## src/hdl/tsrr_pkg.sv

```systemverilog
package tsrr_pkg;

  localparam int DEF_SLOTS   = 16;
  localparam int DEF_ID_BITS = 16;

  localparam int MODE_W   = 2;
  localparam int STATUS_W = 2;
  localparam int FID_W    = 16;
  localparam int RSLOT_W  = 4;
  localparam int PC_W     = 4;

  // command modes
  localparam logic [MODE_W-1:0] MODE_CREATE = 2'd0;
  localparam logic [MODE_W-1:0] MODE_YIELD  = 2'd1;
  localparam logic [MODE_W-1:0] MODE_EXIT   = 2'd2;
  localparam logic [MODE_W-1:0] MODE_JOIN   = 2'd3;

  // result status codes
  localparam logic [STATUS_W-1:0] ST_OK        = 2'd0;
  localparam logic [STATUS_W-1:0] ST_FULL      = 2'd1;
  localparam logic [STATUS_W-1:0] ST_NOT_FOUND = 2'd2;
  localparam logic [STATUS_W-1:0] ST_NO_SWITCH = 2'd3;

  // slot states
  localparam logic [1:0] SS_FREE     = 2'd0;
  localparam logic [1:0] SS_RUNNABLE = 2'd1;
  localparam logic [1:0] SS_RUNNING  = 2'd2;
  localparam logic [1:0] SS_FINISHED = 2'd3;

  // scan sources
  localparam logic [1:0] SC_NONE  = 2'd0;
  localparam logic [1:0] SC_FREE  = 2'd1;
  localparam logic [1:0] SC_RUN   = 2'd2;
  localparam logic [1:0] SC_MATCH = 2'd3;

  // datapath actions
  localparam logic [2:0] ACT_NONE   = 3'd0;
  localparam logic [2:0] ACT_CREATE = 3'd1;
  localparam logic [2:0] ACT_FINISH = 3'd2;
  localparam logic [2:0] ACT_SWITCH = 3'd3;
  localparam logic [2:0] ACT_FREE   = 3'd4;
  localparam logic [2:0] ACT_MISS   = 3'd5;

  // branch kinds
  localparam logic [1:0] BR_NEXT      = 2'd0;
  localparam logic [1:0] BR_JUMP      = 2'd1;
  localparam logic [1:0] BR_NOT_FOUND = 2'd2;
  localparam logic [1:0] BR_NOT_FIN   = 2'd3;

  // program steps
  localparam logic [PC_W-1:0] PC_IDLE     = 4'd0;
  localparam logic [PC_W-1:0] PC_CR_SCAN  = 4'd1;
  localparam logic [PC_W-1:0] PC_CR_PICK  = 4'd2;
  localparam logic [PC_W-1:0] PC_CR_WRITE = 4'd3;
  localparam logic [PC_W-1:0] PC_YD_SCAN  = 4'd4;
  localparam logic [PC_W-1:0] PC_YD_PICK  = 4'd5;
  localparam logic [PC_W-1:0] PC_YD_SWAP  = 4'd6;
  localparam logic [PC_W-1:0] PC_EX_MARK  = 4'd7;
  localparam logic [PC_W-1:0] PC_JN_SCAN  = 4'd8;
  localparam logic [PC_W-1:0] PC_JN_PICK  = 4'd9;
  localparam logic [PC_W-1:0] PC_JN_TEST  = 4'd10;
  localparam logic [PC_W-1:0] PC_JN_FIN   = 4'd11;
  localparam logic [PC_W-1:0] PC_JN_FREE  = 4'd12;
  localparam logic [PC_W-1:0] PC_JN_MISS  = 4'd13;

  typedef struct packed {
    logic [1:0]      scan;
    logic            pick;
    logic            rr;
    logic [2:0]      act;
    logic [1:0]      br;
    logic            done;
    logic [PC_W-1:0] target;
  } ctl_t;

  function automatic ctl_t ucode(input logic [PC_W-1:0] pc);
    ctl_t cw;
    cw = '{scan: SC_NONE, pick: 1'b0, rr: 1'b0, act: ACT_NONE, br: BR_NEXT,
           done: 1'b0, target: PC_IDLE};
    case (pc)
      PC_CR_SCAN:  cw.scan = SC_FREE;
      PC_CR_PICK:  cw.pick = 1'b1;
      PC_CR_WRITE: begin
        cw.act  = ACT_CREATE;
        cw.done = 1'b1;
      end
      PC_YD_SCAN:  cw.scan = SC_RUN;
      PC_YD_PICK: begin
        cw.pick = 1'b1;
        cw.rr   = 1'b1;
      end
      PC_YD_SWAP: begin
        cw.act  = ACT_SWITCH;
        cw.done = 1'b1;
      end
      PC_EX_MARK: begin
        cw.act    = ACT_FINISH;
        cw.br     = BR_JUMP;
        cw.target = PC_YD_SCAN;
      end
      PC_JN_SCAN:  cw.scan = SC_MATCH;
      PC_JN_PICK:  cw.pick = 1'b1;
      PC_JN_TEST: begin
        cw.br     = BR_NOT_FOUND;
        cw.target = PC_JN_MISS;
      end
      PC_JN_FIN: begin
        cw.br     = BR_NOT_FIN;
        cw.target = PC_YD_SCAN;
      end
      PC_JN_FREE: begin
        cw.act  = ACT_FREE;
        cw.done = 1'b1;
      end
      PC_JN_MISS: begin
        cw.act  = ACT_MISS;
        cw.done = 1'b1;
      end
      default: cw.target = PC_IDLE;
    endcase
    return cw;
  endfunction

  function automatic logic [PC_W-1:0] entry(input logic [MODE_W-1:0] mode);
    logic [PC_W-1:0] pc;
    case (mode)
      MODE_CREATE: pc = PC_CR_SCAN;
      MODE_YIELD:  pc = PC_YD_SCAN;
      MODE_EXIT:   pc = PC_EX_MARK;
      MODE_JOIN:   pc = PC_JN_SCAN;
      default:     pc = PC_YD_SCAN;
    endcase
    return pc;
  endfunction

endpackage

```

## src/hdl/thread_slot_round_robin_scheduler_top.sv

```systemverilog
// Round-robin thread slot scheduler. One command is taken at a time and gives exactly one
// result. A small program in a read-only table steps a datapath that scans the slot table
// into a flag vector, picks a slot with a priority (or round-robin) search, then updates
// the table. Create and yield take 3 steps, exit 4, join 4 (not found), 5 (freeing a
// finished thread) or 7 (join of an unfinished thread, which yields), plus the idle step
// that dispatches; the step count of the program sets the rate. The result sits in an output
// register, and the last step of a command waits only if an earlier result is still
// untaken. The table is ready right after reset with no clearing pass.
module thread_slot_round_robin_scheduler_top #(
  parameter int SLOTS   = tsrr_pkg::DEF_SLOTS,
  parameter int ID_BITS = tsrr_pkg::DEF_ID_BITS
) (
  input  logic                          clk,
  input  logic                          rst,
  input  logic                          in_valid,
  output logic                          in_ready,
  input  logic [tsrr_pkg::MODE_W-1:0]   mode,
  input  logic [tsrr_pkg::FID_W-1:0]    join_id,
  output logic                          out_valid,
  input  logic                          out_ready,
  output logic [tsrr_pkg::STATUS_W-1:0] status,
  output logic [tsrr_pkg::FID_W-1:0]    new_id,
  output logic                          switched,
  output logic [tsrr_pkg::RSLOT_W-1:0]  running_slot
);

  localparam int CUR_BITS = (SLOTS > 1) ? $clog2(SLOTS) : 1;

  logic [1:0]         slot_status [SLOTS];
  logic [ID_BITS-1:0] slot_id     [SLOTS];
  logic [CUR_BITS-1:0] cur;
  logic [ID_BITS-1:0] next_id;
  logic [ID_BITS-1:0] jid;
  logic               jflag;
  logic [tsrr_pkg::PC_W-1:0] pc;
  logic [tsrr_pkg::PC_W-1:0] pc_next;
  logic [SLOTS-1:0]   vec;
  logic [SLOTS-1:0]   sel_oh;
  logic               found;

  tsrr_pkg::ctl_t cw;
  logic [SLOTS-1:0]    free_v, run_v, fin_v, match_v, hi_mask, cur_oh;
  logic [SLOTS-1:0]    low_oh, hi_oh, hi_v, pick_oh;
  logic [CUR_BITS-1:0] sel_idx;
  logic [CUR_BITS-1:0] cur_after;
  logic [CUR_BITS+tsrr_pkg::RSLOT_W-1:0] cur_ext;
  logic [ID_BITS+tsrr_pkg::FID_W-1:0]    jid_ext;
  logic [ID_BITS+tsrr_pkg::FID_W-1:0]    nid_ext;
  logic [ID_BITS-1:0]  id_inc;
  logic                fin_hit;
  logic                go;

  assign cw       = tsrr_pkg::ucode(pc);
  assign in_ready = (pc == tsrr_pkg::PC_IDLE);
  // last step holds while an earlier result is untaken
  assign go       = !(cw.done && out_valid && !out_ready);
  assign jid_ext  = {{ID_BITS{1'b0}}, join_id};
  assign nid_ext  = {{tsrr_pkg::FID_W{1'b0}}, next_id};
  assign id_inc   = (next_id == {ID_BITS{1'b1}}) ? ID_BITS'(1) : next_id + ID_BITS'(1);

  always_comb begin
    for (int i = 0; i < SLOTS; i++) begin
      free_v[i]  = (slot_status[i] == tsrr_pkg::SS_FREE) && (i != 0);
      run_v[i]   = (slot_status[i] == tsrr_pkg::SS_RUNNABLE);
      fin_v[i]   = (slot_status[i] == tsrr_pkg::SS_FINISHED);
      match_v[i] = (slot_status[i] != tsrr_pkg::SS_FREE) &&
                   (slot_id[i] == jid);
      hi_mask[i] = (i > int'(cur));
      cur_oh[i]  = (int'(cur) == i);
    end
  end

  // lowest set bit, and round-robin search after the current slot
  always_comb begin
    low_oh  = vec & (~vec + SLOTS'(1));
    hi_v    = vec & hi_mask;
    hi_oh   = hi_v & (~hi_v + SLOTS'(1));
    pick_oh = (cw.rr && (|hi_v)) ? hi_oh : low_oh;
  end

  always_comb begin
    sel_idx = '0;
    for (int i = 0; i < SLOTS; i++) begin
      if (sel_oh[i]) sel_idx = sel_idx | CUR_BITS'(i);
    end
  end

  assign fin_hit   = |(sel_oh & fin_v);
  assign cur_after = (cw.act == tsrr_pkg::ACT_SWITCH && found) ? sel_idx : cur;
  assign cur_ext   = {{tsrr_pkg::RSLOT_W{1'b0}}, cur_after};

  always_comb begin
    case (cw.br)
      tsrr_pkg::BR_NEXT:      pc_next = pc + tsrr_pkg::PC_W'(1);
      tsrr_pkg::BR_JUMP:      pc_next = cw.target;
      tsrr_pkg::BR_NOT_FOUND: pc_next = found ? pc + tsrr_pkg::PC_W'(1) : cw.target;
      tsrr_pkg::BR_NOT_FIN:   pc_next = fin_hit ? pc + tsrr_pkg::PC_W'(1) : cw.target;
      default:                pc_next = tsrr_pkg::PC_IDLE;
    endcase
  end

  always_ff @(posedge clk) begin
    if (rst) begin
      for (int i = 0; i < SLOTS; i++) begin
        slot_status[i] <= (i == 0) ? tsrr_pkg::SS_RUNNING : tsrr_pkg::SS_FREE;
        slot_id[i]     <= (i == 0) ? ID_BITS'(1) : '0;
      end
      cur       <= '0;
      next_id   <= ID_BITS'(2);
      pc        <= tsrr_pkg::PC_IDLE;
      out_valid <= 1'b0;
      found     <= 1'b0;
      jflag     <= 1'b0;
    end else begin
      if (go && cw.done) begin
        out_valid <= 1'b1;
      end else if (out_ready) begin
        out_valid <= 1'b0;
      end
      if (pc == tsrr_pkg::PC_IDLE) begin
        if (in_valid) begin
          pc    <= tsrr_pkg::entry(mode);
          jflag <= (mode == tsrr_pkg::MODE_JOIN);
          jid   <= jid_ext[ID_BITS-1:0];
        end
      end else if (go) begin
        case (cw.scan)
          tsrr_pkg::SC_FREE:  vec <= free_v;
          tsrr_pkg::SC_RUN:   vec <= run_v;
          tsrr_pkg::SC_MATCH: vec <= match_v;
          default:            vec <= vec;
        endcase
        if (cw.pick) begin
          sel_oh <= pick_oh;
          found  <= |vec;
        end

        case (cw.act)
          tsrr_pkg::ACT_CREATE: begin
            if (found) begin
              for (int i = 0; i < SLOTS; i++) begin
                if (sel_oh[i]) begin
                  slot_status[i] <= tsrr_pkg::SS_RUNNABLE;
                  slot_id[i]     <= next_id;
                end
              end
              next_id <= id_inc;
            end
            status   <= found ? tsrr_pkg::ST_OK : tsrr_pkg::ST_FULL;
            new_id   <= found ? nid_ext[tsrr_pkg::FID_W-1:0] : '0;
            switched <= 1'b0;
          end
          tsrr_pkg::ACT_FINISH: begin
            for (int i = 0; i < SLOTS; i++) begin
              if (cur_oh[i]) slot_status[i] <= tsrr_pkg::SS_FINISHED;
            end
          end
          tsrr_pkg::ACT_SWITCH: begin
            if (found) begin
              // old runner steps back; the picked slot wins if it is the same one
              for (int i = 0; i < SLOTS; i++) begin
                if (sel_oh[i]) begin
                  slot_status[i] <= tsrr_pkg::SS_RUNNING;
                end else if (cur_oh[i] && slot_status[i] == tsrr_pkg::SS_RUNNING) begin
                  slot_status[i] <= tsrr_pkg::SS_RUNNABLE;
                end
              end
              cur <= sel_idx;
            end
            status   <= (jflag || !found) ? tsrr_pkg::ST_NO_SWITCH : tsrr_pkg::ST_OK;
            new_id   <= '0;
            switched <= found;
          end
          tsrr_pkg::ACT_FREE: begin
            for (int i = 0; i < SLOTS; i++) begin
              if (sel_oh[i]) begin
                slot_status[i] <= tsrr_pkg::SS_FREE;
                slot_id[i]     <= '0;
              end
            end
            status   <= tsrr_pkg::ST_OK;
            new_id   <= '0;
            switched <= 1'b0;
          end
          tsrr_pkg::ACT_MISS: begin
            status   <= tsrr_pkg::ST_NOT_FOUND;
            new_id   <= '0;
            switched <= 1'b0;
          end
          default: begin
          end
        endcase

        if (cw.done) begin
          running_slot <= cur_ext[tsrr_pkg::RSLOT_W-1:0];
          pc           <= tsrr_pkg::PC_IDLE;
        end else begin
          pc <= pc_next;
        end
      end
    end
  end

endmodule

```

## config.mk

```make
export PLATFORM = sky130hd
export DESIGN_NAME = thread_slot_round_robin_scheduler_top
export DESIGN_NICKNAME = d
export VERILOG_FILES = /design/src/hdl/tsrr_pkg.sv /design/src/hdl/thread_slot_round_robin_scheduler_top.sv
export SDC_FILE = /design/constraint.sdc
export NUM_CORES = 1
export LEC_CHECK = 0
export ABC_AREA = 1
export BUFFER_PORTS_ARGS = -buffer_cell sky130_fd_sc_hd__buf_4
export CELL_PAD_IN_SITES_DETAIL_PLACEMENT = 1
export CELL_PAD_IN_SITES_GLOBAL_PLACEMENT = 1
export CORE_MARGIN = 2
export CORE_UTILIZATION = 38
export DETAILED_ROUTE_END_ITERATION = 12
export PLACE_DENSITY_LB_ADDON = 0.1
export SYNTH_ARGS = -nofsm -noshare
export SYNTH_HDL_FRONTEND = slang
export SYNTH_SLANG_ARGS = --single-unit
```

## constraint.sdc

```tcl
create_clock -name clk -period 2.58 [get_ports clk]
set_input_delay 0 -clock clk [delete_from_list [all_inputs] [get_ports clk]]
set_output_delay 0 -clock clk [all_outputs]
set_load 0.05 [all_outputs]
```

# Word-level counts from Yosys, hierarchy flattened
# Memories as Yosys holds them, arrays and structs flattened.
# Index checks and enable logic that the tools add are counted.
# op_classes
n_reduce_logical,101
n_addsub,4
muxes,652
n_lt_le_gt_ge,15
bitwise,121
eq_ne,109
# ops
cell,count
2-to-1 mux 16 bit,35
2-to-1 mux 1 bit,505
== test 16 bit,16
2-to-1 mux 2 bit,83
OR 1 bit,112
"== test 2 bit, second input constant",38
bitwise AND 16 bit,4
2-to-1 mux 4 bit,15
"== test 4 bit, second input constant",14
"adder 16 x 1 -> 16 bit, second input constant",3
one-hot mux 16 bit (3 select lines),1
OR reduction 16 bit,3
"== test 2 x 1 -> 1 bit, second input constant",19
nonzero test 2 bit,19
logical AND 1 bit,37
logical NOT 2 bit,17
"== test 4 x 3 -> 1 bit, second input constant",8
"greater-than comparator 4 bit, first input constant",8
inverter 16 bit,2
one-hot mux 16 bit (2 select lines),1
one-hot mux 4 bit (4 select lines),2
AND reduction 4 bit,8
"== test 16 bit, second input constant",1
"== test 4 x 2 -> 1 bit, second input constant",4
other kinds (26),47
# word_totals
n_memories,2
output_inout_bits,25
in_bits,22
elab_cells,1017
reg_bits,98
mem_bits_rw,288
# mem_list
name,words,word_bits,read_ports,rd_clocked_by_memory_dff,wr,line_no,text
slot_id,16,16,16,0,16,thread_slot_round_robin_scheduler_top.sv:30,logic [ID_BITS-1:0] slot_id [SLOTS];
slot_status,16,2,16,0,16,thread_slot_round_robin_scheduler_top.sv:29,logic [1:0] slot_status [SLOTS];

# Longest topological paths before layout
# Gate-level depths: netlist of the first run.
# logic_depth
depth_word,16
mapped_depth,16
ltp_nobuf,15

# Least setup slack after synthesis of the first run
# OpenSTA, ideal clock, no wires.
# synth_timing
kind,reg2reg
from,reg pc[0] (netlist name)
to,"mem slot_id[0][0] (netlist name), enable pin"
setup_time_ns,0.394
n_path_buf,1
path_stages_with_launch,11
slack_ns,-0.205
arrival_ns,2.391
t_required_ns,2.186
path_cell_list,dfxtp_1 -> inv_1 -> ha_1 -> inv_1 -> nand2_1 -> nand2_4 -> nand3_4 -> a21oi_4 -> nand2_2 -> buf_2 -> o211ai_1
# synth_rtl
item,line_no,text
start: declaration,thread_slot_round_robin_scheduler_top.sv:35,logic [tsrr_pkg::PC_W-1:0] pc;
start signal: assignment,thread_slot_round_robin_scheduler_top.sv:110,pc <= tsrr_pkg::PC_IDLE;
start signal: assignment,thread_slot_round_robin_scheduler_top.sv:122,pc <= tsrr_pkg::entry(mode);
start signal: assignment,thread_slot_round_robin_scheduler_top.sv:196,pc <= tsrr_pkg::PC_IDLE;
end: declaration,thread_slot_round_robin_scheduler_top.sv:30,

==> results of run 1 <==
registers in the layout, indices dropped and copies added (netlist names), 4 cells and up:
register,flops
next_id,16
slot_id,256
slot_status,32
new_id,16
vec,16
running_slot,4
jid,16
cur,4
sel_oh,16
pc,4
placed cells by master, fill, tap and decap left out, drive strengths merged:
cell and instances:
a211oi 27, a21boi 1, a21o 1, a21oi 166, a22oi 1, a311oi 1
a31oi 8, and3 1, buf 186, bufinv 2, clkbuf 68, clkinv 21
dfxtp 171, dlygate4sd3 22, edfxtp 215, ha 8, inv 130, nand2 304
nand3 129, nand3b 11, nand4 65, nor2 419, nor3 49, nor3b 1
nor4 38, o2111ai 9, o211ai 3, o21a 11, o21ai 84, o22ai 1
o31ai 1, or2 5, xnor2 98, xor2 139
logic make-up (layout without fill, tap and decap cells):
kind of cell / count (synthesis) / after routing / synth area share [%]
xor+xnor: 237 / 237 / 10.65
simple gates: 1020 / 1022 / 23.63
flops: 386 / 386 / 50.71
fa+ha+maj: 8 / 8 / 0.5138
buf+inv: 257 / 429 / 5.485
compound gates: 314 / 314 / 9.010
per-layer routing:
| layer | vias to the layer above | global-route usage, % | part of all wire [%] |
|---|---|---|---|
| met5 | - | 0 | 0 |
| met4 | 0 | 8.105 | 2.8 |
| met3 | 108 | 2.458 | 3.7 |
| met2 | 354 | 44.13 | 48 |
| met1 | 8268 | 34.70 | 45 |
| li1 | 7785 | - | - |
worst max-delay path, stage by stage, from the launching register on:
cell,delay [ns]
dfxtp_4,0.34
buf_4,0.16
ha_1,0.27
nand2_4,0.13
nand3_2,0.14
nor2_4,0.35
nand2_2,0.10
inv_1,0.19
nand2_1,0.13
o211ai_1,0.17
buf_12,0.20
area by class of cell:
| class | instances | area share [%] |
|---|---|---|
| multi-input cells | 1581 | 36.99 |
| inverters | 137 | 2.237 |
| well taps | 672 | 3.605 |
| repair buffers | 208 | 8.058 |
| flip-flops and latches | 386 | 42.39 |
| clock inverters | 16 | 0.8047 |
| clock buffers | 68 | 5.917 |
stage by stage:
step	area, sq um	hold WS, ns
after floorplan	19540	0.09887
after global placement	21460	0.1782
after global routing	23320	0.09360
final	23320	0.1018
after detailed placement	21460	0.1795
after CTS	23250	0.07237
where the power goes:
group          switching (W)  leakage (nW)  internal [W]
sequential          0.000318          3.54       0.00690
combinational        0.00224          4.68       0.00111
clock                0.00277         0.776       0.00393
total                0.00532          8.99        0.0119
what timing repair did:
action,4_1_cts,5_1_grt
hold buffers,22,0
setup endpoints to repair,0,58
endpoints found under the hold margin,26,0
resized for setup,0,17
setup buffers,0,1
worst max-delay path by stage:
stage | startpoint | end | slack, ns | cells past startpoint
after floorplan | pc[0]$_SDFFE_PP0P_ | slot_id[0][0]$_DFFE_PP_ | -0.03 | 10
after global placement | cur[3]$_SDFFE_PP0P_ | sel_oh[8]$_DFFE_PP_ | 0.05 | 11
after detailed placement | pc[0]$_SDFFE_PP0P_ | slot_id[1][22]$_SDFFE_PP0P_ | 0.01 | 11
after CTS | pc[0]$_SDFFE_PP0P_ | slot_id[1][22]$_SDFFE_PP0P_ | 0.005 | 11
after global routing | pc[0]$_SDFFE_PP0P_ | slot_status[0][6]$_SDFFCE_PP0P_ | -0.01 | 12
final | pc[0]$_SDFFE_PP0P_ | slot_id[0][1]$_SDFFCE_PN0P_ | 0.1 | 10
==> metrics, run 1 <==
worst min-delay path startpoint join_id[6]; worst hold-check path type in -> reg; worst r2r path cells 10; Routed Antenna Nets 0; Design Power between 0.015 and 0.02 W; Root Buffer clkbuf_16; initial antenna violation count 0; area taken by multi-input logic gates between 0.008 and 0.009 sq mm; Util after Layout 46.30%; reg2reg end slot_id[0][1]$_SDFFCE_PN0P_; min Tclk post-route approximately 2.5 ns; Post-route DRC 0; placed wire-length estimate just under 50 mm; WL/cell about 22 um; Layout Cells excl Fill approximately 3100; setup_tns 0 ns; P per Cell Area 740.4 mW/mm^2; CTS max path bufs 3; #FFs+latches synth 386; Crit Path Max Fanout 16; worst path required time 2.89 ns; Worst Skew ~0.025 ns; Total GRT Usage around a quarter; via count roughly 17000; most common cell in the netlist nor2_1; H-tree lvl count 2; crit path kind reg -> reg; final hold vios 0; Slew HR 34.90%; measured slew at the worst slew-check pin between 0.9 and 1 ns; PnR worst setup slack between 0.09 and 0.1 ns; hold endpoint jid[6]$_DFFE_PP_; WP data arrival approximately 2.8 ns; std cell rows 82; # fillers ~5800; die width 230.4 um; Max IR drop VDD roughly 0.00064 V; CTS Buf Count 45; via/cell ratio between 5 and 6; Final #Nets around 2400; CTS tree done; first-pass GRT wire length 104.3 mm; synth cell count leaders nor2_1, nand2_1, edfxtp_1; Main synth FF type edfxtp_1; 1st-iter DRT viols 1241; distinct cell type count of the synthesized netlist between 50 and 60; ratio of cells with drive above 1 in the final layout 14.27%; max cap viols 0; syn_area_per_cell just under 9 sq um; clk slew on worst S/H paths about 0.060 ns; R2R Setup Slk 0.1 ns; fraction of registers with async set/reset 0%; Mapped Nets ~2300; fmax between 400 and 500 MHz; Pleak approximately 9 nW; RePlAce Congestion around 0.9; WL final around 70 mm; Seq. cell area a little under 0.01 sq mm; number of port buffers 46; Crit. End Element flop; placed insts around 3000; Seq/Total Area, Yosys about half; Setup-failing EPs final 0; Starting Density between 30 and 40%; die area ~0.053 sq mm; Pre-antenna DRT Iters 5; largest cells by area after synthesis edfxtp_1, dfxtp_1, nor2_1; clk sinks 386; cells after synthesis 2222; synth-to-layout area growth 19.72%; pin count of the biggest net entering global routing 35; Warnings, synthesis 0; num ports 47; Hold Path Depth 2; Mapped Area just under 0.02 sq mm; Critical R2R Launch pc[0]$_SDFFE_PP0P_; area share of the largest cell type after synthesis ~33%; status completed; EDFF count, synth roughly 220; DIE HEIGHT between 200 and 250 um; pre-CTS setup slack between 0.01 and 0.015 ns; worst skew pair latency slightly above 0.6 ns; Core ar. ~0.050 sq mm; kind of start point of the critical path flop; Congestion Overflow GR 0; Diodes inserted 0; max-slew violations 0; period utilisation layout a little over nine tenths; vias in the first global route about 17000; Synth area leader edfxtp_1
Note: power is estimated with default switching activity, not from simulation.
==> inputs of run 2 (changes only) <==
--- a/config.mk
+++ b/config.mk
@@ -6,6 +6,7 @@
 export NUM_CORES = 1
 export LEC_CHECK = 0
 export ABC_AREA = 1
+export ABC_CLOCK_PERIOD_IN_PS = 2580
 export BUFFER_PORTS_ARGS = -buffer_cell sky130_fd_sc_hd__buf_4
 export CELL_PAD_IN_SITES_DETAIL_PLACEMENT = 1
 export CELL_PAD_IN_SITES_GLOBAL_PLACEMENT = 1
@@ -13,6 +14,7 @@
 export CORE_UTILIZATION = 38
 export DETAILED_ROUTE_END_ITERATION = 12
 export PLACE_DENSITY_LB_ADDON = 0.1
+export RECOVER_POWER = 100
 export SYNTH_ARGS = -nofsm -noshare
 export SYNTH_HDL_FRONTEND = slang
 export SYNTH_SLANG_ARGS = --single-unit
==> constraint.sdc (replaced) <==
create_clock -name clk -period 2.58 [get_ports clk]
set_input_delay 0 -clock clk [delete_from_list [all_inputs] [get_ports clk]]
set_output_delay 0 -clock clk [all_outputs]
set_load 0.1 [all_outputs]
==> metrics, run 2 (synthesized netlist as in run 1, its figures left out) <==
initial antenna violation count 1 (+1); WP data arrival 2.84 ns (+0.05 ns); worst hold-check path type in -> reg; measured slew at the worst slew-check pin 1.204 ns (+0.2288 ns); Total GRT Usage 26.17% (+0.29 points); Max IR drop VDD 0.0005573 V (-13%); worst min-delay path startpoint out_ready; Hold Slack 0.05519 ns (-0.04663 ns); Slew HR 20.06% (-15 points); commonest non-fill, non-tap cell in the layout nor2_1; Worst Skew 0.04027 ns (+0.01501 ns); Pleak 8.847 nW (-1.6%); Crit Path Max Fanout 15 (-1); synth-to-layout area growth 18.96%; final hold vios 0 (unchanged); DIE HEIGHT 230.4 um (unchanged); number of port buffers 46 (unchanged); placed wire-length estimate 49.08 mm (+1.1%); WL final 69.93 mm (+1.5%); RePlAce Congestion 0.9640 (+6.0%); CTS tree done; via/cell ratio 5.437 (+1.0%); cell-internal power 0.01212 W (+1.5%); worst r2r path cells 12 (+2); die area 0.05310 sq mm (unchanged); CTS max path bufs 3 (unchanged); Most flops, register slot_id; post-CTS setup buffers 0 (unchanged); Root Buffer clkbuf_16; pin count of the biggest net entering global routing 35 (unchanged); 1st-iter DRT viols 1187 (-4.4%); biggest regs slot_id x256, slot_status x32; H-tree lvl count 2 (unchanged); clk slew on worst S/H paths 0.06 ns (about the same); first-pass GRT wire length 105.2 mm (+0.83%); max cap viols 0 (unchanged); num ports 47 (unchanged); ratio of cells with drive above 1 in the final layout 12.85% (-1.4 points); number of flip-flops in the largest register 256 (unchanged); Pre-antenna DRT Iters 5 (unchanged); period utilisation layout 97.42% (+1.1 points); most frequent cells in the layout nor2_1, nand2_1, edfxtp_1; Hold Path Depth 5 (+3); combinational share of power 19.3% (about the same); crit path kind reg -> reg; placed insts 2953 (-0.20%); hold endpoint out_valid$_SDFFE_PP0P_; std cell rows 82 (unchanged); Routed Antenna Nets 0 (unchanged); CTS Buf Count 46 (+2.2%); kind of start point of the critical path flop; sw frac 31.33% (+0.50 points); fmax 397.9 MHz (-1.2%); Design Power 0.01766 W (+2.2%); # fillers 5799 (-0.052%); Post-route DRC 0 (unchanged); max-slew violations 0 (unchanged); Setup-failing EPs final 0 (unchanged); Congestion Overflow GR 0 (unchanged); min Tclk post-route 2.513 ns (+0.02959 ns); net switching power 0.005531 W (+3.9%); clk sinks 386 (unchanged); worst path required time 2.91 ns (+0.02 ns); R2R Setup Slk 0.07 ns (-0.03 ns); Starting Density 38.67% (unchanged); Core ar. 0.05038 sq mm (unchanged); reg2reg end slot_status[0][6]$_SDFFCE_PP0P_; Diodes inserted 0 (unchanged); via count 16650 (+0.80%); die width 230.4 um (unchanged); P per Cell Area 761.8 mW/mm^2 (+2.9%); Crit. End Element flop; Clock Power Share 39.6% (+0.8 points); status completed; RSZ-0062 raised after global routing yes; Critical R2R Launch pc[0]$_SDFFE_PP0P_; worst skew pair latency 0.62 ns (about the same); vias in the first global route 16910 (-0.25%); WL/cell 22.84 um (+1.7%); Layout Cells excl Fill 3062 (-0.20%); sequential fraction of design power 41.1% (-0.7 points); Final #Nets 2382 (-0.29%)
[run 2: changes by cell type in the layout (fill, tap and decap cells not counted), sizes merged]
cell         before  now
bufinv            2    5
clkinv           21   22
inv             130  127
clkbuf           68  108
buf             186  139
dlygate4sd3      22   21
clkinvlp          0    1
[run 2: stage by stage]
stage / worst slack (ns) / util (%) / setup TNS [ns] / instance area [sq um]
after CTS: 0.006660 / 46.08 / 0 / 23210
after global routing: -0.05010 / 46.01 / -0.2514 / 23180
after detailed placement: 0.01403 / 42.40 / 0 / 21360
final: 0.06659 / 46.01 / 0 / 23180
after global placement: 0.1720 / 42.40 / 0 / 21360
after floorplan: -0.03475 / - / -0.5560 / 19540
[run 2: routing by layer]
metal  vias to the layer above  share of wire [%]  wire (um)  track usage [%]
met3                        71                4.7       3317            3.261
met5                         -              0.019         13                0
met1                      8406                 46      31970            35.98
met4                         2                1.8       1271            6.290
li1                       7761                  -          -                -
met2                       407                 48      33360            43.84
[run 2: how the worst max path moves through the flow]
stage / slack (ns) / cells past startpoint / from / end
3_3_place_gp: 0.17 / 9 / pc[0]$_SDFFE_PP0P_ / slot_id[0][61]$_SDFFCE_PP0P_
2_1_floorplan: -0.03 / 10 / pc[0]$_SDFFE_PP0P_ / slot_id[0][0]$_DFFE_PP_
5_1_grt: -0.05 / 12 / pc[0]$_SDFFE_PP0P_ / slot_status[0][10]$_SDFFCE_PP0P_
3_5_place_dp: 0.01 / 12 / pc[0]$_SDFFE_PP0P_ / slot_status[0][11]$_SDFFCE_PP0P_
6_report: 0.07 / 12 / pc[0]$_SDFFE_PP0P_ / slot_status[0][6]$_SDFFCE_PP0P_
4_1_cts: 0.007 / 9 / pc[0]$_SDFFE_PP0P_ / slot_id[0][52]$_SDFFCE_PP0P_
[run 2: timing repair]
item,CTS,global route
gates resized for setup,0,12
hold endpoints to repair,24,0
setup endpoints to repair,0,50
hold buffers,21,0
[run 2: worst max-delay path: stages (launching register included)]
cell and delay (ns):
dfxtp_4 0.38, inv_2 0.09, ha_2 0.23, nand3_2 0.16
nand3_4 0.17, nand2_8 0.14, buf_4 0.21, nand4_1 0.12
nand3_1 0.10, nor2_1 0.18, nand2_1 0.18, nor2_4 0.20
a21oi_1 0.10
[run 2: area by class of cell]
cell class,count,area (sq um),share of cell area (%)
tap,672,840.8,3.628
timing repair buffer,200,1657,7.148
clock inverter,18,279.0,1.204
sequential,386,9888,42.67
multi-input combinational,1581,8626,37.22
inverter,137,521.8,2.251
clock buffer,68,1364,5.885
[run 2: power groups by stage]
stage	logic [W]	clock network (W)	registers (W)
floorplan	0.00199	0	0.00737
detailed placement	0.00335	0	0.00737
finish	0.00342	0.00699	0.00725
CTS	0.00341	0.00712	0.00724
global route	0.00365	0.00734	0.00728
global placement	0.00330	0	0.00735
==> inputs of run 3 (changes only) <==
--- a/config.mk
+++ b/config.mk
@@ -5,7 +5,7 @@
 export SDC_FILE = /design/constraint.sdc
 export NUM_CORES = 1
 export LEC_CHECK = 0
-export ABC_AREA = 1
+export ABC_AREA = 0
 export ABC_CLOCK_PERIOD_IN_PS = 2580
 export BUFFER_PORTS_ARGS = -buffer_cell sky130_fd_sc_hd__buf_4
 export CELL_PAD_IN_SITES_DETAIL_PLACEMENT = 1
==> metrics, run 3 <==
measured slew at the worst slew-check pin 1.219 ns (+0.01507 ns); worst r2r path cells 9 (-3); die width 232.6 um (+0.94%); worst hold-check path type in -> reg; worst path required time 3.05 ns (+0.14 ns); most frequent cells in the layout nand2_1, xnor2_1, edfxtp_1; clk sinks 386 (unchanged); Starting Density 38.55% (-0.12 points); synth cell count leaders nand2_1, xnor2_1, edfxtp_1; via/cell ratio 5.649 (+3.9%); Most flops, register slot_id; Total GRT Usage 27.26% (+1.1 points); placed insts 2817 (-4.6%); main combinational cell family by area after synthesis simple AND/OR/NAND/NOR gates; initial antenna violation count 2 (+1); Core ar. 0.05151 sq mm (+2.3%); first-pass GRT wire length 109.1 mm (+3.7%); pin count of the biggest net entering global routing 59 (+69%); via count 16530 (-0.71%); biggest regs slot_id x256, slot_status x32; Diodes inserted 0 (unchanged); largest cells by area after synthesis edfxtp_1, dfxtp_1, xnor2_1; placed inst area 0.02241 sq mm (+4.9%); WL final 73.54 mm (+5.2%); Largest stage delay, worst path 0.64 ns (+0.26 ns); Setup-failing EPs final 0 (unchanged); status completed; design area 0.02413 sq mm (+4.1%); DIE HEIGHT 232.6 um (+0.94%); Routed Antenna Nets 0 (unchanged); post-synthesis adder-cell area fraction 0.5041% (-0.0097 points); CTS max path bufs 3 (unchanged); mux contribution to synthesized area 0.9074% (+0.91 points); Crit Path Max Fanout 8 (-7); area share of the largest cell type after synthesis 32.51% (-0.62 points); R2R Setup Slk 0.09 ns (+0.02 ns); RePlAce Congestion 0.9037 (-6.3%); Post-Synth Simple-Gate Area 21.37% (-2.3 points); number of port buffers 46 (unchanged); Root Buffer clkbuf_16; period utilisation layout 96.51% (-0.91 points); syn_area_per_cell 9.606 sq um (+9.6%); Warnings, synthesis 0 (unchanged); reg2reg end next_id[13]$_SDFFE_PP0P_; H-tree lvl count 2 (unchanged); worst path bufs/invs 3 (+1); Mapped Area 0.01986 sq mm (+1.9%); std cell rows 83 (+1.2%); commonest non-fill, non-tap cell in the layout nand2_1; cells after synthesis 2067 (-7.0%); Congestion Overflow GR 0 (unchanged); Seq/Total Area, Yosys 49.75% (-0.96 points); Max IR drop VDD 0.0004577 V (-18%); Critical R2R Launch pc[0]$_SDFFE_PP0P_; CTS tree done; Main synth FF type edfxtp_1; fmax 401.6 MHz (+0.95%); Critical Path Start pc[0]$_SDFFE_PP0P_; WP data arrival 2.96 ns (+0.12 ns); min Tclk post-route 2.490 ns (-0.02358 ns); 1st-iter DRT viols 1217 (+2.5%); max cap viols 0 (unchanged); WL/cell 25.13 um (+10%); vias in the first global route 16970 (+0.38%); #FFs+latches synth 386 (unchanged); Synth area leader edfxtp_1; worst skew pair latency 0.58 ns (-0.04 ns); post-synthesis compound-gate area fraction 11.17% (+2.2 points); Pleak 8.700 nW (-1.7%); Layout Cells excl Fill 2926 (-4.4%); Crit. End Element flop; crit path kind reg -> reg; Slew HR 19.05% (-1.0 points); WP depth 9 (-3); max-slew violations 0 (unchanged); P per Cell Area 742.9 mW/mm^2 (-2.5%); CP Cell Sequence inv_1, ha_1, buf_4, nor2b_2, or4_4, buf_12, nor4_4, xnor2_1, nor2_1; distinct cell type count of the synthesized netlist 88 (+66%); crit-path leading delay family simple AND/OR/NAND/NOR gates; Mapped Nets 2097 (-6.9%); XOR/XNOR Fraction of Synth Area 11.91% (+1.3 points); synth-to-layout area growth 21.51%; most common cell in the netlist nand2_1; EDFF count, synth 215 (unchanged); clk slew on worst S/H paths 0.06 ns (about the same); CP Capture Point next_id[13]$_SDFFE_PP0P_; Pre-antenna DRT Iters 5 (unchanged); Worst Skew 0.02073 ns (-0.01954 ns); fraction of registers with async set/reset 0% (unchanged); ratio of cells with drive above 1 in the final layout 15.76% (+2.9 points); Slowest cell on crit path or4_4; num ports 47 (unchanged); kind of start point of the critical path flop; CTS Buf Count 45 (-2.2%); die area 0.05410 sq mm (+1.9%); number of flip-flops in the largest register 256 (unchanged); Final #Nets 2241 (-5.9%); placed wire-length estimate 48.57 mm (-1.0%); final hold vios 0 (unchanged); Post-route DRC 0 (unchanged)
## run 3: cell count changes after synthesis, moves of 50 or more
cell / previous run / this run
nor2_1: 409 / 81
xnor2_1: 98 / 219
and3_1: 1 / 121
inv_1: 112 / 20
xor2_1: 139 / 51
nand3_1: 122 / 37
clkbuf_1: 57 / 108
nand2_1: 293 / 343
## run 3: cell families after synthesis
| logic type | count (synthesis) |
|---|---|
| flip-flops | 386 |
| AO/OA/AOI/OAI | 350 |
| AND/OR/NAND/NOR | 834 |
| XOR/XNOR | 270 |
| multiplexers | 18 |
| buffers and inverters | 201 |
| adder cells (fa/ha/maj) | 8 |
## run 3: area by class of cell
type | instances | area [sq um]
clock buffers | 66 | 1305
clock inverters | 16 | 113.9
fillers | 5760 | 27380
inverters | 21 | 78.83
multi-input cells | 1480 | 9256
flip-flops and latches | 386 | 9888
well taps | 680 | 850.8
repair buffers | 277 | 2635
## run 3: worst min path at each step
stage                start                end  slack [ns]  depth (start not counted)
6_report       join_id[14]  jid[14]$_DFFE_PP_        0.15                          2
5_1_grt         join_id[4]   jid[4]$_DFFE_PP_        0.13                          2
4_1_cts        join_id[14]  jid[14]$_DFFE_PP_         0.1                          2
3_5_place_dp    join_id[4]   jid[4]$_DFFE_PP_        0.18                          1
3_3_place_gp    join_id[2]   jid[2]$_DFFE_PP_        0.18                          1
2_1_floorplan   join_id[0]   jid[0]$_DFFE_PP_         0.1                          0
## run 3: repair_timing
action                                  CTS  global route
hold endpoints to repair                 28             0
hold buffers                             23             0
gates resized for setup                   1            23
gates cloned                              0             1
endpoints found under the setup margin   19           247
buffers inserted                          1             2
pin swaps                                 3             6
## run 3: per-layer routing
layer	GRT usage (%)	part of all wire [%]
met3	3.370	4.9
met1	35.61	44
met4	10.47	3.8
met2	46.01	48
met5	0	0
## run 3: report_power, final
group	internal (W)	switching, W	leakage, nW
Sequential	0.00692	0.000329	3.52
Combinational	0.00163	0.00280	4.48
Clock	0.00360	0.00265	0.701
## run 3: stage by stage
stage	setup slack (ns)	utilization (%)	TNS (ns)	total power, W	hold slack [ns]
after floorplan	-0.06478	-	-3.239	0.009796	0.09887
after global placement	-0.1056	43.51	-1.679	0.01166	0.1780
after detailed placement	-0.1547	43.51	-2.473	0.01176	0.1796
after CTS	0.004201	46.73	0	0.01805	0.09754
after global routing	-0.02275	46.84	-0.03351	0.01859	0.1296
final	0.09016	46.84	0	0.01792	0.1536
